--- src/rtl/pti_pkg.sv ---
// Types and constants shared by the permutation table design.
// No dependencies.
package pti_pkg;

   localparam int REQ_W     = 2;
   localparam int POS_W     = 6;
   localparam int VAL_W     = 6;
   localparam int CFG_W     = 7;
   localparam int ST_W      = 2;
   localparam int MAX_CELLS = 64;

   localparam logic [CFG_W-1:0] ACTIVE_SIZE_RESET = 7'd64;

   typedef logic [POS_W-1:0] pos_type;
   typedef logic [VAL_W-1:0] val_type;

   typedef enum logic [REQ_W-1:0] {
      REQ_INIT  = 2'd0,
      REQ_SWAP  = 2'd1,
      REQ_MOVE  = 2'd2,
      REQ_QUERY = 2'd3
   } req_kind_type;

   typedef enum logic [ST_W-1:0] {
      ST_DONE  = 2'd0,
      ST_RANGE = 2'd1,
      ST_ORDER = 2'd2
   } status_type;

   typedef enum logic [1:0] {
      UPD_NONE,
      UPD_INIT,
      UPD_SWAP,
      UPD_MOVE
   } upd_kind_type;

   // broadcast to every cell during the update cycle
   typedef struct packed {
      upd_kind_type kind;
      pos_type      a;
      pos_type      b;
      val_type      fwd_a;
      val_type      fwd_b;
   } upd_type;

endpackage

--- src/rtl/pti_select.sv ---
// One-hot AND-OR pick of one cell entry by position.
// Depends on pti_pkg.
module pti_select #(
   parameter int CELLS = 64
) (
   input  pti_pkg::pos_type  sel,
   input  pti_pkg::val_type  vals [CELLS],
   output pti_pkg::val_type  val
);

   always_comb begin
      val = '0;
      for (int k = 0; k < CELLS; k++) begin
         if (sel == pti_pkg::POS_W'(k)) val = val | vals[k];
      end
   end

endmodule

--- config.mk ---
export PLATFORM = sky130hd
export DESIGN_NAME = pti_select
export DESIGN_NICKNAME = d
export VERILOG_FILES = /design/src/rtl/pti_pkg.sv /design/src/rtl/pti_select.sv
export SDC_FILE = /design/constraint.sdc
export NUM_CORES = 1
export LEC_CHECK = 0
export ABC_AREA = 1
export BUFFER_PORTS_ARGS = -buffer_cell sky130_fd_sc_hd__buf_2
export CORE_AREA = 2 2 155 157
export DETAILED_ROUTE_END_ITERATION = 8
export DIE_AREA = 0 0 157 159
export GPL_TIMING_DRIVEN = 0
export PLACE_DENSITY = 0.44
export SETUP_SLACK_MARGIN = 0.02
export SLEW_MARGIN = 25
export SYNTH_ARGS = -nofsm -noshare
export SYNTH_HDL_FRONTEND = slang
export SYNTH_SLANG_ARGS = --single-unit
export TNS_END_PERCENT = 5
--- constraint.sdc ---
create_clock -name vclk -period 3.4
set_clock_uncertainty 0.1 [all_clocks]
set_input_delay 0.17 -clock vclk [all_inputs]
set_output_delay 0.17 -clock vclk [all_outputs]
set_load 0.01 [all_outputs]
Yosys cells after proc, flatten, opt, wreduce, memory -nomap -nowiden:

Cells that the tools add are included.

* equality and inequality tests: 63
* multiplexer cells: 64
* bitwise operators: 63
* reduce and logical (&&, ||, !) cells: 1

Operator list (count)
* $mux W6: 64
* $or A6 B6 Y6: 63
* $eq A6 B6 Y1 const B: 32
* $eq A6 B5 Y1 const B: 16
* $eq A6 B4 Y1 const B: 8
* $eq A6 B3 Y1 const B: 4
* $eq A6 B2 Y1 const B: 2
* $eq A6 B1 Y1 const B: 1
* $logic_not A6 Y1: 1

* register bits after elaboration: 0
* input port bits: 390
* output and inout bits: 6
* logic and storage cells: 191

Logic depth before layout (Yosys ltp):

Gate-level depths: netlist of the first run.

* depth in word-level cells: 128
* gate-level depth with buffers: 12
* depth with buffers taken out: 12

Least setup slack after synthesis of the first run:

Ideal clock, no wire load.

* path kind: input to output
* start: input sel[1]
* end: output val[1]
* arrival time: 1217 ps
* required time: 3130 ps
* path slack: 1913 ps
* cell stages on the path: 12
* buffers on the path: 1
* cell sequence: inv_1 -> nand2_1 -> nor2_1 -> clkbuf_1 -> nand3_1 -> nand2_1 -> nor2_1 -> nand2_1 -> inv_1 -> nand2_1 -> nor2_1 -> nand2_1

* cells in the longest elaborated chain, start to end: 128
* elaborated cells between the ends (all ways): 191
* those cells by class: eq/ne: 63; mux: 64; bitwise: 63; reduce/logical: 1

RTL lines
* start: declaration: RTL line pti_select.sv:6 `input pti_pkg::pos_type sel,`
* $logic_not A6 Y1: RTL line pti_select.sv:14 `if (sel == pti_pkg::POS_W'(k)) val = val | vals[k];`
* $mux W6: RTL line pti_select.sv:14
* $or A6 B6 Y6: RTL line pti_select.sv:14
* $mux W6: RTL line pti_select.sv:14
* $or A6 B6 Y6: RTL line pti_select.sv:14
* $mux W6: RTL line pti_select.sv:14
* $or A6 B6 Y6: RTL line pti_select.sv:14
* $mux W6: RTL line pti_select.sv:14
* (+112 left out)
* $or A6 B6 Y6: RTL line pti_select.sv:14
* $mux W6: RTL line pti_select.sv:14
* $or A6 B6 Y6: RTL line pti_select.sv:14
* $mux W6: RTL line pti_select.sv:14
* $or A6 B6 Y6: RTL line pti_select.sv:14
* $mux W6: RTL line pti_select.sv:14
* $or A6 B6 Y6: RTL line pti_select.sv:14
* $mux W6 *: RTL line pti_select.sv:14
* end: declaration: RTL line pti_select.sv:8 `output pti_pkg::val_type val`

Every way passes the cells marked *; elsewhere a longest branch is shown, timed or not.

Final worst setup path of the first run:

* start: input sel[3]
* end: output val[3]

Same word-level chain as after synthesis.

==> results of run 1 <==
[cells by family (layout without fill, tap and decap cells)]
kind of cell,count (synthesis),count (layout),synth area share
other,0,1,0
AND/OR/NAND/NOR,814,814,0.799
buffers and inverters,216,612,0.201
[placed cells by master (no fill, tap or decap)]
master | Yosys | layout
buf_1 | 3 | 3
buf_4 | 2 | 2
clkbuf_1 | 11 | 11
buf_2 | 40 | 436
nand2_1 | 308 | 308
nand4_1 | 6 | 6
nor2_1 | 198 | 198
nand3_1 | 297 | 297
diode_2 | 0 | 1
nor2_2 | 5 | 5
inv_1 | 160 | 160
[routing by layer]
metal  global-route usage  share of wire
met5                    0        0.00042
met4               0.0379          0.017
met3               0.0365          0.076
met2                0.422           0.49
met1                0.292           0.42
[final cells by class]
cell class	count	area, um2	share of cell area
multi-input cells	814	3450	0.515
plain buffers	56	268	0.0399
inverters	160	601	0.0896
repair buffers	396	1980	0.296
diodes	1	2.50	0.000373
well taps	319	399	0.0595
[worst min-delay path, stage by stage]
cell	delay [ns]
buf_2	0.08
nand3_1	0.06
nand2_1	0.06
inv_1	0.03
nand2_1	0.05
nor2_1	0.03
nand2_1	0.05
nor2_1	0.04
nand2_1	0.04
buf_2	0.14
[power by group through the flow]
| stage | registers [mW] | logic, mW | clock network [mW] |
|---|---|---|---|
| after floorplan | 0 | 0.187 | 0 |
| final | 0 | 0.551 | 0.0000000393 |
| after detailed placement | 0 | 0.555 | 0 |
| after global placement | 0 | 0.555 | 0 |
| after CTS | 0 | 0.558 | 0 |
| after global routing | 0 | 0.607 | 0.0000000393 |
[metrics by stage]
stage                      util  hold WS, ns  setup WS [ns]
after detailed placement  0.289        0.821          0.918
final                     0.289        0.817          0.920
after global placement    0.289        0.817          0.920
after global routing      0.289        0.893          0.746
after CTS                 0.289        0.823          0.903
after floorplan               -        0.573           1.91
[worst paths after layout]
kind	from	end	cells after the start
worst max-delay path	sel[3]	val[3]	14
worst min-delay path	vals[80]	val[2]	10
==> results.md, run 1 <==
* Outcome: completed
* Max Clock Freq at 403 MHz
* GRT Total Usage at 0.233
* Seq_cells at 0
* Synth area leaders: nand3_1 34%, nand2_1 27%, nor2_1 17%, inv_1 14%, buf_2 4.6%
* Fin. max-slew vios at 0
* Min cycle time layout at 2.48 ns
* Slowest CP cell: nor2_1
* Drt drc at 0
* Nets at 1,818
* Post-route cell area at 6710 um2
* Area Overhead vs Synth at 55.1%
* Sequential group share of total power at 0
* Commonest cells in the netlist: 308 x nand2_1, 297 x nand3_1, 198 x nor2_1, 160 x inv_1, 40 x buf_2
* Worst Max-Slew Pin Slew at 0.855 ns
* Yosys Warn Count at 0
* Worst path cell trace: buf_2 > inv_1 > nand2_1 > nor2_1 > buf_2 > nand3_1 > nand2_1 > nor2_1 > nand2_1 > inv_1 > nand2_1 > nor2_1 > nand2_1 > buf_2
* Die Span Y at 159 um
* RSZ-0062 raised after global routing: no
* CP delay by family, top: simple AND/OR/NAND/NOR gates
* Total length of routed wires at 31,000 um
* DP Area at 6700 um2
* Req. time, crit path at 3.13 ns
* Comb power frac at 1.000
* Most used cell, CP: nand2_1
* Initial Utilization at 0.186
* Design Power at 0.551 mW
* Pwr/cell area at 82.2 nW/um2
* Rows at 56
* Number of global-route vias before repair at 7,467
* Netlist Area Pre-Place at 4320 um2
* DRT antenna net count at 0
* Fillers at 2,872
* Clock power frac at 0
* Clock buf count at 0
* Fin. Hold Viols at 0
* Startpoint types: primary input
* Post-synthesis cell count at 1,030
* Worst VDD drop at 0.0000304 V
* Layout cells sized above 1 at 0.311
* Core Region at 23,200 um2
* I/O pin count at 396
* Sequential Area at 0 um2
* Hold crit path type: in2out
* Post-synth top area cell: nand3_1
* Post-Syn Area per Cell at 4.20 um2
* Worst-path maximum fanout at 10
* Arrival time at the worst endpoint at 2.21 ns
* Placed cells at 1,745
* CTS Hold Buffers Added at 0
* # Post-CTS Setup Buffers at 0
* Chip width at 157 um
* Crit. End Element: output pin
* Relative slew slack at 0.430
* Slowest stage delay, CP at 0.50 ns
* Finished Layout Cells at 1,746
* Final setup violation count at 0
* Pleak at 4.55 nW
* TNS Setup at 0 ns
* Top-count cell post-synth: nand2_1
* Placer Congestion at 0.928
* CP Buf/Inv Count at 5
* Switch Pwr at 0.320 mW
* Max-Cap Viols at 0
* Via Count at 7,653
* Die area at 25,000 um2
* First-pass GRT wire length at 43,700 um
* Post_cts resized at 0
* Switching share of power at 0.580
* Detailed-route wire length per cell at 17.7 um
* DRT iter0 DRCs at 436
* Detailed Routing Iterations Pass 1 at 5
* Synthesized Nets at 1,420
* Crit Path Category: in2out
* Largest net degree at the start of global routing at 11
* Final period utilization at 0.729
* DR vias/cell at 4.38
* DP Wirelength at 26,400 um
* Count of unique library cells instantiated by Yosys at 10
* Yosys top cell area share at 0.344
* GRT overflow at 0
* Pint at 0.231 mW
* IO buf count at 396
* Initial antenna violation count at 2
* Sequential area share after synthesis at 0
Note: power is estimated with default switching activity, not from simulation.
==> run 2: changes to the inputs <==
--- a/config.mk
+++ b/config.mk
@@ -7,11 +7,11 @@
 export LEC_CHECK = 0
 export ABC_AREA = 1
 export BUFFER_PORTS_ARGS = -buffer_cell sky130_fd_sc_hd__buf_2
-export CORE_AREA = 2 2 155 157
+export CORE_AREA = 2 2 152 154
 export DETAILED_ROUTE_END_ITERATION = 8
-export DIE_AREA = 0 0 157 159
+export DIE_AREA = 0 0 154 156
 export GPL_TIMING_DRIVEN = 0
-export PLACE_DENSITY = 0.44
+export PLACE_DENSITY = 0.45
 export SETUP_SLACK_MARGIN = 0.02
 export SLEW_MARGIN = 25
 export SYNTH_ARGS = -nofsm -noshare
==> constraint.sdc (replaced) <==
create_clock -name vclk -period 2.5
set_clock_uncertainty 0.1 [all_clocks]
set_input_delay 0.125 -clock vclk [all_inputs]
set_output_delay 0.125 -clock vclk [all_outputs]
set_load 0.01 [all_outputs]
==> results.md, run 2 (synthesis results as in run 1) <==
* Req. time, crit path at 2.28 ns (was 3.13 ns)
* Worst VDD drop at 0.0000404 V (was 0.0000304 V)
* Final period utilization at 0.916
* Outcome: completed (unchanged)
* Fin worst setup slack at 0.211 ns (was 0.920 ns)
* DP Wirelength at 26,200 um (was 26,400 um)
* Largest net degree at the start of global routing at 11 (unchanged)
* Worst-path maximum fanout at 10 (unchanged)
* GRT Total Usage at 0.235 (was 0.233)
* Hold crit path type: in2out (unchanged)
* Pleak at 4.55 nW (about the same)
* DRT antenna net count at 0 (unchanged)
* First-pass GRT wire length at 43,200 um (was 43,700 um)
* Arrival time at the worst endpoint at 2.06 ns (was 2.21 ns)
* Min-delay src: vals[118] (was vals[80])
* Sequential Area at 0 um2 (unchanged)
* Pint at 0.316 mW (was 0.231 mW)
* Sequential group share of total power at 0 (about the same)
* Min cycle time layout at 2.29 ns
* Via Count at 7,788 (was 7,653)
* Rows at 55 (was 56)
* Area Overhead vs Synth at 54.3% (was 55.1%)
* Switching share of power at 0.578 (was 0.580)
* CTS Hold Buffers Added at 0 (unchanged)
* Layout cells sized above 1 at 0.312 (was 0.311)
* Switch Pwr at 0.432 mW (was 0.320 mW)
* Die Span Y at 156 um (was 159 um)
* Detailed-route wire length per cell at 17.7 um (about the same)
* Seq_cells at 0 (unchanged)
* Initial antenna violation count at 1 (was 2)
* DP Worst Slack at 0.151 ns (was 0.918 ns)
* Startpoint types: primary input (unchanged)
* Number of global-route vias before repair at 7,369 (was 7,467)
* Max-Cap Viols at 0 (unchanged)
* Initial Utilization at 0.193 (was 0.186)
* CP startpoint: sel[1] (was sel[3])
* Crit Path Category: in2out (unchanged)
* Relative slew slack at 0.441 (was 0.430)
* Total length of routed wires at 30,300 um (was 31,000 um)
* TNS Setup at 0 ns (unchanged)
* Core Region at 22,400 um2 (was 23,200 um2)
* DR vias/cell at 4.55 (was 4.38)
* Multi-input logic area at 3460 um2 (was 3450 um2)
* Fillers at 2,738 (was 2,872)
* Pwr/cell area at 112 nW/um2 (was 82.2 nW/um2)
* Max Clock Freq at 437 MHz
* IO buf count at 396 (unchanged)
* DRT iter0 DRCs at 598 (was 436)
* GRT overflow at 0 (unchanged)
* Final setup violation count at 0 (unchanged)
* Worst Max-Slew Pin Slew at 0.839 ns (was 0.855 ns)
* Fin. Hold Viols at 0 (unchanged)
* Chip width at 154 um (was 157 um)
* Nets at 1,818 (unchanged)
* Clock power frac at 0 (about the same)
* Placer Congestion at 0.911 (was 0.928)
* Commonest cells after routing, fill and taps aside: 435 x buf_2, 308 x nand2_1, 297 x nand3_1 (was 436 x buf_2, 308 x nand2_1, 297 x nand3_1)
* Clock buf count at 0 (unchanged)
* Comb power frac at 1.000 (about the same)
* # Post-CTS Setup Buffers at 0 (unchanged)
* Design Power at 0.748 mW (was 0.551 mW)
* RSZ-0062 raised after global routing: no (unchanged)
* Detailed Routing Iterations Pass 1 at 5 (unchanged)
* Fin. max-slew vios at 0 (unchanged)
* Crit. End Element: output pin (unchanged)
* Drt drc at 0 (unchanged)
* Die area at 24,000 um2 (was 25,000 um2)
* Commonest non-fill, non-tap cell in the layout: buf_2 (unchanged)
* I/O pin count at 396 (unchanged)
## run 2: cell count changes in the layout (fill, tap and decap cells not counted), sizes merged
cell	change
buf	-1
clkbuf	+1
## run 2: metrics by stage
stage,util,area [um2],hold WS (ns),std cells
global placement,0.298,6660,0.738,1711
CTS,0.298,6660,0.736,1711
global route,0.298,6670,0.804,1711
finish,0.298,6670,0.737,1712
detailed placement,0.298,6660,0.739,1711
floorplan,-,4320,0.483,1030
## run 2: timing repair
action | 4_1_cts | 5_1_grt
hold endpoints to repair | 0 | 0
gates resized for setup | 0 | 3
endpoints found under the setup margin | 0 | 3
## run 2: worst paths after layout
path | end | slack [ns] | cells after the start
worst max-delay path | val[5] | 0.21 | 14
worst min-delay path | val[4] | 0.74 | 10
## run 2: critical path, stage by stage
cell,delay [ns]
buf_2,0.13
inv_1,0.09
nand2_1,0.12
nor2_1,0.47
buf_2,0.34
nand3_1,0.14
nand2_1,0.09
nor2_1,0.05
nand2_1,0.06
inv_1,0.04
nand2_1,0.12
nor2_1,0.07
nand2_1,0.06
buf_2,0.14
## run 2: per-layer routing
layer,GRT usage,wire length (um),part of all wire
met5,0,0,0
met2,0.434,14900,0.49
met3,0.0292,2010,0.066
met4,0.0289,410,0.014
met1,0.298,12900,0.43
## run 2: cell type report
type | count | area share
buffer | 56 | 0.0405
inverter | 160 | 0.0900
multi-input combinational | 814 | 0.519
antenna | 1 | 0.000375
tap | 285 | 0.0535
timing repair buffer | 396 | 0.297
## run 2: power groups by stage
stage,sequential [mW],combinational [mW],clock (mW)
after detailed placement,0,0.749,0
after global placement,0,0.750,0
final,0,0.748,0.0000000536
after CTS,0,0.752,0
after global routing,0,0.823,0
after floorplan,0,0.255,0
==> run 3: changes to the inputs <==
--- a/config.mk
+++ b/config.mk
@@ -7,11 +7,12 @@
 export LEC_CHECK = 0
 export ABC_AREA = 1
 export BUFFER_PORTS_ARGS = -buffer_cell sky130_fd_sc_hd__buf_2
-export CORE_AREA = 2 2 152 154
+export CORE_AREA = 2 2 155 157
 export DETAILED_ROUTE_END_ITERATION = 8
-export DIE_AREA = 0 0 154 156
+export DIE_AREA = 0 0 157 159
 export GPL_TIMING_DRIVEN = 0
-export PLACE_DENSITY = 0.45
+export PLACE_DENSITY = 0.46
+export REMOVE_ABC_BUFFERS = 1
 export SETUP_SLACK_MARGIN = 0.02
 export SLEW_MARGIN = 25
 export SYNTH_ARGS = -nofsm -noshare
==> constraint.sdc (replaced) <==
create_clock -name vclk -period 2.1
set_clock_uncertainty 0.1 [all_clocks]
set_input_delay 0.105 -clock vclk [all_inputs]
set_output_delay 0.105 -clock vclk [all_outputs]
set_load 0.01 [all_outputs]
==> results.md, run 3 (synthesis results as in run 1) <==
* Outcome: completed (unchanged)
* Fin. Hold Viols at 0 (unchanged)
* Worst-path maximum fanout at 5 (was 10)
* Commonest cells after routing, fill and taps aside: 396 x buf_2, 297 x nand2_1, 290 x nand3_1 (was 435 x buf_2, 308 x nand2_1, 297 x nand3_1)
* Commonest non-fill, non-tap cell in the layout: buf_2 (unchanged)
* Placed cells at 1,700 (was 1,711)
* Final setup violation count at 0 (unchanged)
* Final period utilization at 0.934
* Comb power frac at 1.000 (about the same)
* Max Clock Freq at 510 MHz
* Switching share of power at 0.535 (was 0.578)
* Total length of routed wires at 26,400 um (was 30,300 um)
* Crit Path Category: in2out (unchanged)
* Detailed-route wire length per cell at 15.1 um (was 17.7 um)
* Sequential Area at 0 um2 (unchanged)
* First-pass GRT wire length at 38,300 um (was 43,200 um)
* Chip width at 157 um (was 154 um)
* Clock power frac at 0 (about the same)
* Sequential group share of total power at 0 (about the same)
* Core Util, Final at 0.323 (was 0.298)
* Design Power at 0.992 mW (was 0.748 mW)
* Min cycle time layout at 1.96 ns
* WHS Path Cells at 10 (unchanged)
* Initial Utilization at 0.186 (was 0.193)
* RSZ-0062 raised after global routing: yes (was no)
* Number of global-route vias before repair at 7,185 (was 7,369)
* Seq_cells at 0 (unchanged)
* DRT iter0 DRCs at 471 (was 598)
* Die Span Y at 159 um (was 156 um)
* CTS Hold Buffers Added at 0 (unchanged)
* Crit. End Element: output pin (unchanged)
* Area Overhead vs Synth at 73.3% (was 54.3%)
* Layout cells sized above 1 at 0.354 (was 0.312)
* Arrival time at the worst endpoint at 1.76 ns (was 2.06 ns)
* Finished Layout Cells at 1,744 (was 1,712)
* Switch Pwr at 0.531 mW (was 0.432 mW)
* DR vias/cell at 4.38 (was 4.55)
* Relative slew slack at 0.729 (was 0.441)
* Startpoint types: primary input (unchanged)
* Rows at 56 (was 55)
* Req. time, crit path at 1.89 ns (was 2.28 ns)
* Fin. max-slew vios at 0 (unchanged)
* Clock buf count at 0 (unchanged)
* Largest net degree at the start of global routing at 51 (was 11)
* Pleak at 4.70 nW (was 4.55 nW)
* I/O pin count at 396 (unchanged)
* Drt drc at 0 (unchanged)
* Detailed Routing Iterations Pass 1 at 5 (unchanged)
* Worst Max-Slew Pin Slew at 0.405 ns (was 0.839 ns)
* Placer Congestion at 0.824 (was 0.911)
* Pwr/cell area at 132 nW/um2 (was 112 nW/um2)
* Pint at 0.461 mW (was 0.316 mW)
* Die area at 25,000 um2 (was 24,000 um2)
* DRT antenna net count at 0 (unchanged)
* Worst VDD drop at 0.0000633 V (was 0.0000404 V)
* Core Region at 23,200 um2 (was 22,400 um2)
* Via Count at 7,637 (was 7,788)
* DP Wirelength at 20,400 um (was 26,200 um)
* Hold crit path type: in2out (unchanged)
* GRT Total Usage at 0.195 (was 0.235)
* Initial antenna violation count at 4 (was 1)
* Max-Cap Viols at 0 (unchanged)
* Nets at 1,814 (was 1,818)
* GRT overflow at 0 (unchanged)
* IO buf count at 396 (unchanged)
==> run 3: through the flow <==
| step | area, um2 | TNS [ns] | worst slack [ns] | hold WS, ns |
|---|---|---|---|---|
| finish | 7490 | 0 | 0.138 | 0.643 |
| global route | 7490 | -0.0463 | -0.0298 | 0.728 |
| CTS | 7120 | 0 | 0.00400 | 0.654 |
| detailed placement | 6730 | -3.29 | -0.605 | 0.651 |
| global placement | 6440 | -26.39 | -4.45 | 0.654 |
| floorplan | 4060 | -9.93 | -1.65 | 0.443 |
==> run 3: final timing paths <==
path,start,to,slack [ns]
worst min-delay path,vals[262],val[4],0.64
worst max-delay path,sel[1],val[3],0.14
==> run 3: layer usage <==
metal  up-vias  routed length [um]  global-route usage
met2       313               13300               0.371
met1      3308               10800               0.233
li1       3991                   -                   -
met5         -                  17                   0
met4         2                 273              0.0246
met3        23                1920              0.0275
==> run 3: cell type report <==
| type | instances | area (um2) |
|---|---|---|
| fill | 2742 | 15700 |
| multi-input combinational | 820 | 3820 |
| timing repair buffer | 442 | 2650 |
| inverter | 160 | 609 |
| tap | 319 | 399 |
| antenna | 3 | 7.51 |
==> run 3: critical path: stages <==
cell	delay (ns)
buf_2	0.22
inv_1	0.15
nand2_4	0.15
nor2_4	0.09
buf_4	0.16
nand3_1	0.07
nand2_1	0.09
nor2_1	0.13
nand2_1	0.06
inv_1	0.05
nand2_1	0.11
nor2_4	0.17
nand2_1	0.06
buf_2	0.14
==> run 3: power by group through the flow <==
stage,registers (mW),logic [mW],clock network [mW]
after floorplan,0,0.271,0
after global placement,0,0.798,0
after detailed placement,0,0.866,0
after CTS,0,0.936,0
after global routing,0,1.10,0.000000127
final,0,0.992,0.000000191
==> run 3: repair_timing <==
item / 4_1_cts / 5_1_grt
pin swaps: 13 / 13
gates cloned: 6 / 1
buffers inserted: 16 / 18
resized for setup: 44 / 27
endpoints found under the setup margin: 6 / 6
