[config.mk]
export PLATFORM = sky130hd
export DESIGN_NAME = pti_cell
export DESIGN_NICKNAME = d
export VERILOG_FILES = /design/src/rtl/pti_pkg.sv /design/src/rtl/pti_cell.sv
export SDC_FILE = /design/constraint.sdc
export NUM_CORES = 1
export LEC_CHECK = 0
export BUFFER_PORTS_ARGS = -buffer_cell sky130_fd_sc_hd__buf_2
export CORE_MARGIN = 8
export CORE_UTILIZATION = 40
export DETAILED_ROUTE_END_ITERATION = 8
export PLACE_DENSITY = 0.72
export RECOVER_POWER = 50
export SLEW_MARGIN = 25
export SYNTH_ARGS = -nofsm -noshare
export SYNTH_HDL_FRONTEND = slang
export SYNTH_SLANG_ARGS = --single-unit
[constraint.sdc]
create_clock -name clock -period 4.1 [get_ports clock]
set_input_delay 0.41 -clock clock [delete_from_list [all_inputs] [get_ports clock]]
set_output_delay 0.41 -clock clock [all_outputs]
set_load 0.005 [all_outputs]
[src/rtl/pti_pkg.sv]
// Types and constants shared by the permutation table design.
// No dependencies.
package pti_pkg;

   localparam int REQ_W     = 2;
   localparam int POS_W     = 6;
   localparam int VAL_W     = 6;
   localparam int CFG_W     = 7;
   localparam int ST_W      = 2;
   localparam int MAX_CELLS = 64;

   localparam logic [CFG_W-1:0] ACTIVE_SIZE_RESET = 7'd64;

   typedef logic [POS_W-1:0] pos_type;
   typedef logic [VAL_W-1:0] val_type;

   typedef enum logic [REQ_W-1:0] {
      REQ_INIT  = 2'd0,
      REQ_SWAP  = 2'd1,
      REQ_MOVE  = 2'd2,
      REQ_QUERY = 2'd3
   } req_kind_type;

   typedef enum logic [ST_W-1:0] {
      ST_DONE  = 2'd0,
      ST_RANGE = 2'd1,
      ST_ORDER = 2'd2
   } status_type;

   typedef enum logic [1:0] {
      UPD_NONE,
      UPD_INIT,
      UPD_SWAP,
      UPD_MOVE
   } upd_kind_type;

   // broadcast to every cell during the update cycle
   typedef struct packed {
      upd_kind_type kind;
      pos_type      a;
      pos_type      b;
      val_type      fwd_a;
      val_type      fwd_b;
   } upd_type;

endpackage

[src/rtl/pti_cell.sv]
// One position of the permutation: forward entry and inverse entry.
// Depends on pti_pkg; forward entry is handed to the lower neighbour.
module pti_cell #(
   parameter int IDX = 0
) (
   input  logic              clock,
   input  logic              reset,
   input  pti_pkg::upd_type  upd,
   input  pti_pkg::val_type  fwd_next,
   output pti_pkg::val_type  fwd,
   output pti_pkg::pos_type  inv
);

   localparam pti_pkg::pos_type K = pti_pkg::POS_W'(IDX);

   pti_pkg::val_type fwd_ff, fwd_in;
   pti_pkg::pos_type inv_ff, inv_in;

   always_comb begin
      fwd_in = fwd_ff;
      inv_in = inv_ff;
      unique case (upd.kind)
         pti_pkg::UPD_INIT: begin
            fwd_in = K;
            inv_in = K;
         end
         pti_pkg::UPD_SWAP: begin
            if (K == upd.a) fwd_in = upd.fwd_b;
            else if (K == upd.b) fwd_in = upd.fwd_a;
            if (inv_ff == upd.a) inv_in = upd.b;
            else if (inv_ff == upd.b) inv_in = upd.a;
         end
         pti_pkg::UPD_MOVE: begin
            if (K >= upd.a && K < upd.b) fwd_in = fwd_next;
            else if (K == upd.b) fwd_in = upd.fwd_a;
            if (inv_ff == upd.a) inv_in = upd.b;
            else if (inv_ff > upd.a && inv_ff <= upd.b) inv_in = inv_ff - 6'd1;
         end
         default: begin
         end
      endcase
   end

   always_ff @(posedge clock) begin
      if (reset) begin
         fwd_ff <= K;
         inv_ff <= K;
      end else begin
         fwd_ff <= fwd_in;
         inv_ff <= inv_in;
      end
   end

   assign fwd = fwd_ff;
   assign inv = inv_ff;

endmodule

Yosys cells after proc, flatten, opt, wreduce, memory -nomap -nowiden
Cells that the tools add are included.

Equal/unequal tests: 7. $lt $le $gt $ge: 4. Reduce and logical (&&, ||, !) cells: 6. $add $sub $neg: 1. Multiplexer cells: 9.

Operator list (count): $mux 6 (7); $pmux 6 s3 (2); $eq 6x6->1 (2); $logic_not 6->1 (2); $ge 1x6->1 const A (1); $gt 6x6->1 (1); $le 6x6->1 (1); $lt 1x6->1 const A (1); $ne 3x3->1 const B (2); $sub 6x1->6 const B (1); $eq 2x2->1 const B (2); $reduce_and 3->1 (1); $reduce_bool 3->1 (1); $eq 2x1->1 const B (1); $logic_and 1x1->1 (2).

Bits of input ports: 34. Bits in registers: 12. Output and inout bits: 12.

Depth between registers and ports, before layout
Gate-level depths: netlist of the first run.

Depth after elaboration: 5. Gate-level depth with buffers: 8.

Worst setup path before layout of the first run
No wires, ideal clock.

Path type: input-to-reg. Start point: in upd[19] in the netlist's numbering. End point: reg inv_ff[0] (netlist: inv[0]). Data required time: 4.028 ns. Stages: 8. Arrival: 1.866 ns. Path slack: 2.162 ns. Cell sequence: inv_1 -> ha_1 -> nand2_1 -> or3_1 -> a31oi_1 -> o32a_1 -> buf_4 -> mux2i_1.

Cells in the longest elaborated chain, start to end: 4.

RTL lines: from (decl) (RTL line pti_cell.sv:8) `input pti_pkg::upd_type upd,`; $gt 6x6->1 (RTL line pti_cell.sv:37) `else if (inv_ff > upd.a && inv_ff <= upd.b) inv_in = inv_ff - 6'd1;`; $logic_and 1x1->1 (RTL line pti_cell.sv:37); $ne 3x3->1 (no source line); $reduce_and 3->1 (no source line); to (signal assigned) (RTL line pti_cell.sv:50) `inv_ff <= inv_in;`; to (decl) (RTL line pti_cell.sv:17) `pti_pkg::pos_type inv_ff, inv_in;`.

Several ways; a longest one is shown, not always the timed one. A chain may end at the register's enable or synchronous reset.

Final worst setup path of the first run
Start point: reg inv_ff[0] (netlist: inv[0]). End point: reg inv_ff[0] (netlist: inv[0]).

Cells in the longest elaborated chain, start to end: 4.

RTL lines (RTL line): $sub 6x1->6, or another cell as far along (pti_cell.sv:37); $mux 6 / $logic_and 1x1->1 (equally long branches) (pti_cell.sv:37); $mux 6 / $ne 3x3->1 (equally long branches); $pmux 6 s3 / $reduce_and 3->1 (equally long branches).

Several ways; a longest one is shown, not always the timed one. The select of a mux whose other input is x is not followed.

==> results.md, run 1 <==
- The smallest clock period supported by the final layout is computed as about 2.2 ns.
- The cell-internal power is between 200 and 250 µW.
- The most critical setup path has its endpoint at inv[0].
- STA classifies the critical path endpoint as a flip-flop.
- Between clock sinks in the finished design, the worst skew comes to 0.000390 ns.
- The count of final max-slew check failures is 0.
- The clock net in this run drives a total of 12 sinks.
- The first detailed-routing pass ran for 4 iterations.
- The buffer cell driving the clock tree root is sky130_fd_sc_hd__clkbuf_4.
- The combinational fraction of design power is roughly a third.
- The number of cells traversed by the worst register-to-register path is 7.
- The reg-to-reg endpoint is inv[0].
- The net count of the mapped netlist is between 200 and 250.
- The detailed router's first-iteration violation count is between 70 and 80.
- The reg-to-reg critical path startpoint is inv[0].
- The quantity of I/O buffers inserted on ports is 45.
- Leaving out fill and tap cells, the most frequent cell in the layout is sky130_fd_sc_hd__buf_2.
- Measured along the x axis, the die boundary spans 73.7 µm.
- The initial utilization of the core area, before any placement, comes to between 40% and 50%.
- At the pin with the least slew margin, the transition time is roughly 0.60 ns.
- For the final routed database, the setup TNS stands at 0 ns.
- In the final routed layout, each cell accounts on average for 14.6 µm.
- The number of hold buffers added after CTS was 0.
- The netlist area before placement is roughly 0.0013 mm².
- The number of global-route vias before repair is roughly 1.3k.
- Setup repair after global routing left no endpoint under its margin.
- The initial antenna violation count is 0.
- After technology mapping, the gate count stands at about 170.
- The post-synthesis average cell area is between 8 and 9 µm².
- The fraction of layout instances using a drive strength above 1 is 23.0%.
- For this design the top-level I/O count stands at 46.
- The worst-case IR drop observed on VDD is between 0.0001 and 0.00015 V.
- The critical-path maximum fanout is 6.
- The area of the placeable core is roughly 0.0033 mm².
- For this run, the share of the core covered by cells in the final layout is ~49%.
- Setup violations remaining at the end of the flow were counted as 0.
- The total number of nets in the final design is around 260.
- The area of the die is roughly 0.0054 mm².
- The clock network burns 26.5% of the power.
- The path class of the tightest hold or removal check is primary input to flip-flop.
- The first global-routing pass estimated ~6100 µm of wire.
- The synthesized design contains 12 register bits.
- The routed via count is ~1.4k.
- The run finished with clean final reports.
- The tool flagged a number of max-cap violations equal to 0.
- STA classifies the critical path startpoint as a flip-flop.
- The clock passes through at most 2 buffers.
- After legalization and detailed placement, the total HPWL measured around 3000 µm.
- The power per unit of standard cell area is 221 mW/mm².
- Leaving out fill and tap cells, the most frequent cells in the layout are 38 x sky130_fd_sc_hd__buf_2, 18 x sky130_fd_sc_hd__mux2i_1, 17 x sky130_fd_sc_hd__nor2_1, 14 x sky130_fd_sc_hd__inv_1, 13 x sky130_fd_sc_hd__ha_1.
- In this run the tightest slew margin relative to its limit is 60.1%.
- Compared with the post-synthesis result, the final layout area differs by 21.2%.
- The share of the Yosys chip area taken by registers is a little under a fifth.
- The slack of the worst reg-to-reg path is about 1.9 ns.
- STA puts the critical path data arrival time at between 2 and 2.5 ns.
- The critical path starts at inv[0].
- Routability-driven placement finished with a final weighted congestion of 0.890.
- TritonCTS built the clock tree.
- The switching part of the total power is 33.3%.
- In this run, flip-flops and latches consume 38.5% of the power.
- The post-CTS clock slew at the launch and capture registers of the worst setup and hold paths is ~0.080 ns.
- The vertical extent of the die is around 74 µm.
- The overall global routing resource usage is roughly 14%.
- Clock latency on the worst-skew pair, taken at its later pin, is ~0.27 ns.
- Timing would allow up to around 450 MHz.
- Once the clock tree was built, the resizer swapped 0 gates to a different size.
- The net switching component of the power is 119 µW.
- The number of filler instances in the final layout is about 360.
- The final layout contains routed wiring with a total length of 3720 µm.
- The number of cell rows is 21.
- Of the available clock period, the critical path in the final layout requires between 50% and 60%.
- The number of antenna diodes is 0.
- For this design the static power due to leakage is 0.000763 µW.
- The number of H-tree branching levels is 1.
- The remaining global-route overflow is 0.
- After detailed routing, the number of vias per cell comes to around 5.4.
- The setup path with the least slack is of type flip-flop to flip-flop.
- The remaining routing DRC violations is 0.
- The number of setup buffers added after CTS is 0.
- The count of antenna-violating nets left after detailed routing is 0.
- Synthesis instantiated 39 different standard cells from the library.
- The hold violation count in the final report is 0.
- Yosys printed 0 warnings.
- Data on the critical path is required at its endpoint by around 4.3 ns.
- Entering global routing, the biggest net connects 21 pins.
- Buffers inserted during clock tree synthesis total 3.
-- cells by family (layout without fill, tap and decap cells) --
kind of cell,count (synthesis),count (layout),synth area share (%)
simple gates,55,55,24.0
compound gates,45,45,24.1
buf+inv,20,63,6.11
mux,18,18,13.5
fa+ha+maj,13,13,12.2
flops,12,12,18.1
xor+xnor,3,3,1.98
-- sequential cells by signal, indices dropped and copies added (netlist names) --
register	count
inv	6
fwd	6
-- worst min-delay path by stage --
stage	start	to	slack [ns]	cells past startpoint
2_1_floorplan	fwd[0]	fwd[0]	0.50	2
5_1_grt	reset	fwd[2]	0.46	2
3_5_place_dp	fwd[3]	fwd[3]	0.51	2
4_1_cts	reset	fwd[2]	0.46	2
3_3_place_gp	fwd[3]	fwd[3]	0.50	2
6_report	reset	fwd[2]	0.47	2
-- Yosys cell counts --
| master | instances | area share, % |
|---|---|---|
| sky130_fd_sc_hd__nor4_4 | 1 | 1.6 |
| sky130_fd_sc_hd__or4b_1 | 1 | 0.75 |
| sky130_fd_sc_hd__nor3_1 | 3 | 1.1 |
| sky130_fd_sc_hd__nand3_2 | 1 | 0.75 |
| sky130_fd_sc_hd__and4_1 | 1 | 0.66 |
| sky130_fd_sc_hd__buf_2 | 2 | 0.75 |
| sky130_fd_sc_hd__or3_1 | 1 | 0.47 |
| sky130_fd_sc_hd__nand2_1 | 9 | 2.5 |
| sky130_fd_sc_hd__o32a_1 | 1 | 0.75 |
| sky130_fd_sc_hd__nor2b_1 | 4 | 1.9 |
| sky130_fd_sc_hd__buf_1 | 1 | 0.28 |
| sky130_fd_sc_hd__o21bai_1 | 1 | 0.56 |
| sky130_fd_sc_hd__a211o_1 | 5 | 3.3 |
| sky130_fd_sc_hd__nand3_1 | 3 | 1.1 |
| sky130_fd_sc_hd__nor3_2 | 1 | 0.75 |
| sky130_fd_sc_hd__nand2b_1 | 7 | 3.3 |
| sky130_fd_sc_hd__a211oi_1 | 4 | 2.3 |
| sky130_fd_sc_hd__a21o_1 | 6 | 3.4 |
| sky130_fd_sc_hd__ha_1 | 13 | 12 |
| sky130_fd_sc_hd__nor4_1 | 1 | 0.47 |
| sky130_fd_sc_hd__a21oi_1 | 3 | 1.1 |
| sky130_fd_sc_hd__xnor2_1 | 3 | 2.0 |
| sky130_fd_sc_hd__a31oi_1 | 5 | 2.4 |
| sky130_fd_sc_hd__o22ai_1 | 1 | 0.47 |
| sky130_fd_sc_hd__buf_4 | 1 | 0.56 |
| sky130_fd_sc_hd__mux2i_1 | 18 | 14 |
| sky130_fd_sc_hd__nand3_4 | 1 | 1.3 |
| sky130_fd_sc_hd__a21boi_0 | 2 | 1.1 |
| sky130_fd_sc_hd__o31a_1 | 1 | 0.66 |
| sky130_fd_sc_hd__dfxtp_1 | 12 | 18 |
| sky130_fd_sc_hd__o211ai_1 | 1 | 0.56 |
| sky130_fd_sc_hd__nor2_1 | 17 | 4.8 |
| sky130_fd_sc_hd__o21ai_0 | 11 | 4.1 |
| sky130_fd_sc_hd__inv_1 | 14 | 4.0 |
| sky130_fd_sc_hd__clkbuf_1 | 2 | 0.56 |
| sky130_fd_sc_hd__a2111oi_2 | 2 | 2.3 |
| sky130_fd_sc_hd__nor3b_1 | 3 | 1.7 |
| sky130_fd_sc_hd__nor4bb_1 | 1 | 0.75 |
| sky130_fd_sc_hd__o21a_1 | 2 | 1.1 |
-- through the flow --
| step | power [µW] | setup slack (ns) | area (µm²) | hold slack (ns) | cells |
|---|---|---|---|---|---|
| floorplan | 220 | 2.16 | 1330 | 0.498 | 166 |
| global placement | 263 | 1.88 | 1580 | 0.502 | 251 |
| detailed placement | 265 | 1.86 | 1580 | 0.506 | 251 |
| CTS | 361 | 1.92 | 1620 | 0.462 | 255 |
| global route | 389 | 1.77 | 1610 | 0.455 | 255 |
| finish | 356 | 1.88 | 1610 | 0.472 | 255 |
-- power by group through the flow --
stage	combinational, µW	sequential, µW	clock, µW
2_1_floorplan	83.8	136	0
3_3_place_gp	124	139	0
3_5_place_dp	125	139	0
4_1_cts	126	136	98.9
5_1_grt	140	138	111
6_report	125	137	94.4
-- layer usage --
| metal | global-route usage [%] | vias up | wire length, µm |
|---|---|---|---|
| li1 | - | 692 | - |
| met4 | 3.77 | 0 | 30 |
| met5 | 0 | - | 0 |
| met1 | 18.7 | 611 | 1870 |
| met3 | 4.09 | 4 | 331 |
| met2 | 21.0 | 66 | 1490 |
-- cell type report --
| class | count | area (µm²) | area share, % |
|---|---|---|---|
| Clock buffer | 4 | 36.3 | 2.25 |
| Timing Repair Buffer | 45 | 216 | 13.4 |
| Tap cell | 46 | 57.6 | 3.57 |
| Inverter | 14 | 52.6 | 3.26 |
| Multi-Input combinational cell | 134 | 1010 | 62.6 |
| Sequential cell | 12 | 240 | 14.9 |
-- worst max-delay path, cell delays in order, from the launching register on --
cell                      delay [ns]
sky130_fd_sc_hd__dfxtp_1        0.42
sky130_fd_sc_hd__inv_1          0.11
sky130_fd_sc_hd__ha_1           0.28
sky130_fd_sc_hd__nand2_1        0.07
sky130_fd_sc_hd__or3_1          0.44
sky130_fd_sc_hd__a31oi_1        0.21
sky130_fd_sc_hd__o32a_1         0.39
sky130_fd_sc_hd__mux2i_1        0.22
(Power assumes the default switching activity.)
==> inputs of run 2 (changes only) <==
Settings changed: ABC_AREA from default to 1, PLACE_DENSITY 0.72 to 0.71.
Clock period 4.1 ns to 2.3 ns, I/O delays scaled along.
==> results.md, run 2 <==
- Buffers inserted during clock tree synthesis total 3.
- Wires add up to between 4000 and 5000 µm.
- The initial antenna violation count is 0.
- The required time reported for the critical path endpoint is about 2.4 ns.
- The summed area of non-filler cells in the final layout is around 0.0018 mm².
- The count of antenna-violating nets left after detailed routing is 0.
- The count of final max-slew check failures is 0.
- The biggest area contributor in the post-synthesis netlist is sky130_fd_sc_hd__nand2_1.
- The cell with the most instances after synthesis is sky130_fd_sc_hd__nand2_1.
- On the critical path, the stage with the largest delay is an instance of sky130_fd_sc_hd__dfxtp_1.
- The region available for standard cell placement spans ~0.0037 mm².
- The library cell used most frequently in the layout, excluding fill and tap cells, is sky130_fd_sc_hd__nand2_1.
- The final routed wire length divided by cell count is ~12 µm.
- The cell area after placement is about 0.0018 mm².
- The number of global-route vias before repair came to 1666.
- The global placer's final weighted congestion is roughly 0.83.
- Power spread over the standard cell area amounts to ~420 mW/mm².
- The worst setup timing slack at the placement stage is roughly 0.47 ns.
- The pin count of the biggest net entering global routing is 16.
- The post-detailed-route via-to-cell ratio is ~5.
- The worst setup path is captured at a flip-flop.
- The synthesized instance count is 253.
- The number of different library cells in the post-synthesis netlist is 23.
- At the pin with the least slew margin, the transition time is slightly below 0.5 ns.
- The synthesized design contains 0 enable-type register cells.
- By startpoint and endpoint, the worst setup path is classified as flip-flop to flip-flop.
- The number of nets handed over by synthesis was 300.
- Summed over all failing endpoints, the final setup total negative slack is 0 ns.
- The CTS tree is built.
- Of the post-synthesis cell area, the dominant cell type holds approximately 20%.
- The largest incremental delay on the critical path is approximately 0.35 ns.
- The highest ir drop seen on vdd is 0.000353 V.
- The floorplan has 22 rows.
- For this run, the post-layout net count is ~350.
- The type of element launching the critical path is a flip-flop.
- Counting along the longest clock path gives a buffer depth of 2.
- The detailed router's first-iteration violation count is 104.
- Excluding fillers, the count of instances in the completed layout stands at 346.
- Summed over all cells, the static leakage comes to roughly 0.0011 µW.
- The signal on the critical path passes through inv_1 -> ha_1 -> nand2_2 -> nor2_4 -> nand2_4 -> nand2_4 -> inv_2 -> nand2_2 -> nand2_2 -> nand2_4 -> nand2_4 -> nor2_1 -> nor2_1.
- During I/O placement, the number of pins put on the boundary was between 40 and 50.
- The post-synthesis sequential element count is 12.
- The first global-routing pass estimated just over 7000 µm of wire.
- In this run the worst hold path is classified as primary input to flip-flop.
- The post-CTS clock slew at the launch and capture registers of the worst setup and hold paths is 0.05 ns.
- Post-CTS repair changed the size of 0 cells.
- Of all nets on the critical path, the largest fanout is 15.
- The post-route worst setup slack is about 0.45 ns.
- In this run the number of H-tree levels came out at 1.
- In this run the cell area of the synthesized design comes to ~0.0015 mm².
- Summed over all nets, the half-perimeter wirelength after detailed placement is 3420 µm.
- The remaining routing DRC violations is 0.
- Setup violations remaining at the end of the flow were counted as 0.
- The area growth from synthesis to layout is 19.6%.
- The final critical-path required period is roughly 1.9 ns.
- The run finished with clean final reports.
- The area of the die is 0.00603 mm².
- The commonest cells after synthesis are 80 x sky130_fd_sc_hd__nand2_1, 32 x sky130_fd_sc_hd__inv_1, 32 x sky130_fd_sc_hd__nand3_1.
- The hold violation count in the final report is 0.
- The cell with the most instances on the worst path is sky130_fd_sc_hd__nand2_4.
- Across the run, the number of max-cap violations was 0.
- The quantity of I/O buffers inserted on ports is 45.
- At the worst endpoint, the arrival time is around 2 ns.
- The routed layout has approximately 1.7k vias.
- In this run the tightest slew margin relative to its limit is about 68%.
- During synthesis, Yosys emitted a total of 0 warnings.
- The library cells used most frequently in the layout, excluding fill and tap cells, are 80 x sky130_fd_sc_hd__nand2_1, 38 x sky130_fd_sc_hd__buf_2, 32 x sky130_fd_sc_hd__inv_1, 32 x sky130_fd_sc_hd__nand3_1, 18 x sky130_fd_sc_hd__nor2_1.
- The multi-input combinational cells in the finished layout cover a total of 0.00109 mm².
- Setup repair after global routing left no endpoint under its margin.
- The most used flip-flop cell after synthesis is sky130_fd_sc_hd__dfxtp_1.
- Summing all flip-flop and latch instances after layout gives between 200 and 250 µm².
- In this run the post-CTS setup repair buffer count came out at 0.
- The post-cts hold buffer count is 0.
- The total iterations of the first detailed-routing run is 4.
- The post-synthesis average cell area is 6.01 µm².
- The starting utilization of the core area is between 40% and 50%.
- The number of antenna diodes is 0.
- After synthesis, flip-flops and latches occupy approximately 16% of the total area.
- The number of clock sinks is 12.
- The remaining global-route overflow is 0.
- The peak clock frequency supported by timing is approximately 540 MHz.
- The final cell utilization of the core is 49.7%.
- By area the synthesized netlist is led by sky130_fd_sc_hd__nand2_1 20%, sky130_fd_sc_hd__dfxtp_1 16%, sky130_fd_sc_hd__ha_1 11%, sky130_fd_sc_hd__nand3_1 11%, sky130_fd_sc_hd__inv_1 7.9%.
- The final clock skew is between 0.002 and 0.003 ns.
- The number of filler instances in the final layout is between 400 and 500.
- The final cycle utilization of the critical path is roughly 80%.
- Clock tree synthesis selected as its root buffer the cell sky130_fd_sc_hd__clkbuf_8.
- The number of placed cells counting well taps is about 340.
- The die extent in x is between 70 and 80 µm.
- The fraction of layout instances using a drive strength above 1 is 23.2%.
- The clock latency on the worst-skew pair is about 0.24 ns.
- Measured along the y axis, the die boundary spans slightly below 80 µm.
- The share of synthesized registers carrying an async set or reset is 0%.
- Global routing consumed, over all layers together, 13.7% of the routing resources.
run 2: cell types whose count changed after synthesis, sizes merged, moves of 8 or more:
cell | previous run | this run
nand2 | 9 | 92
nand3 | 5 | 33
inv | 14 | 38
mux2i | 18 | 0
nand3b | 0 | 9
o21ai | 11 | 3
run 2: worst max-delay path: cells and delay by family (launching register included):
family,cells,cell delay [ns]
simple gates,10,0.90
flops,1,0.35
fa+ha+maj,1,0.32
buf+inv,2,0.19
run 2: power breakdown:
group	internal, µW	switching [µW]
clock network	151	79.0
registers	220	20.0
logic	115	172
run 2: stage by stage:
step / hold WS [ns] / power (µW)
after floorplan: 0.409 / 442
after global placement: 0.513 / 528
after detailed placement: 0.498 / 532
after CTS: 0.338 / 768
after global routing: 0.374 / 818
final: 0.343 / 758
run 2: path summary, 6_finish.rpt:
path / endpoint / cells after the start / slack (ns) / startpoint
worst max register to register: inv[4] / 13 / 0.45 / inv[0]
worst min register to register: inv[0] / 2 / 0.53 / inv[0]
worst min-delay path: fwd[4] / 5 / 0.34 / upd[4]
worst max-delay path: inv[4] / 13 / 0.45 / inv[0]
run 2: area by class of cell:
class | count | area share [%]
multi-input cells | 197 | 59.9
inverters | 38 | 7.85
flip-flops and latches | 12 | 13.2
repair buffers | 47 | 12.7
well taps | 48 | 3.30
clock buffers | 4 | 3.03
run 2: cells by family (layout without fill, tap and decap cells):
group | count (synthesis) | in the layout | share of synthesized area, %
flip-flops | 12 | 12 | 15.8
buffers and inverters | 44 | 89 | 12.6
adder cells (fa/ha/maj) | 13 | 13 | 10.7
AO/OA/AOI/OAI | 17 | 17 | 6.67
XOR/XNOR | 2 | 2 | 1.15
AND/OR/NAND/NOR | 165 | 165 | 53.1
run 2: per-layer routing:
metal	part of all wire [%]	up-vias	track usage (%)
met5	0	-	0
met4	1.5	0	3.77
met3	3.4	8	3.23
met2	48	38	23.6
met1	47	776	16.6
li1	-	905	-
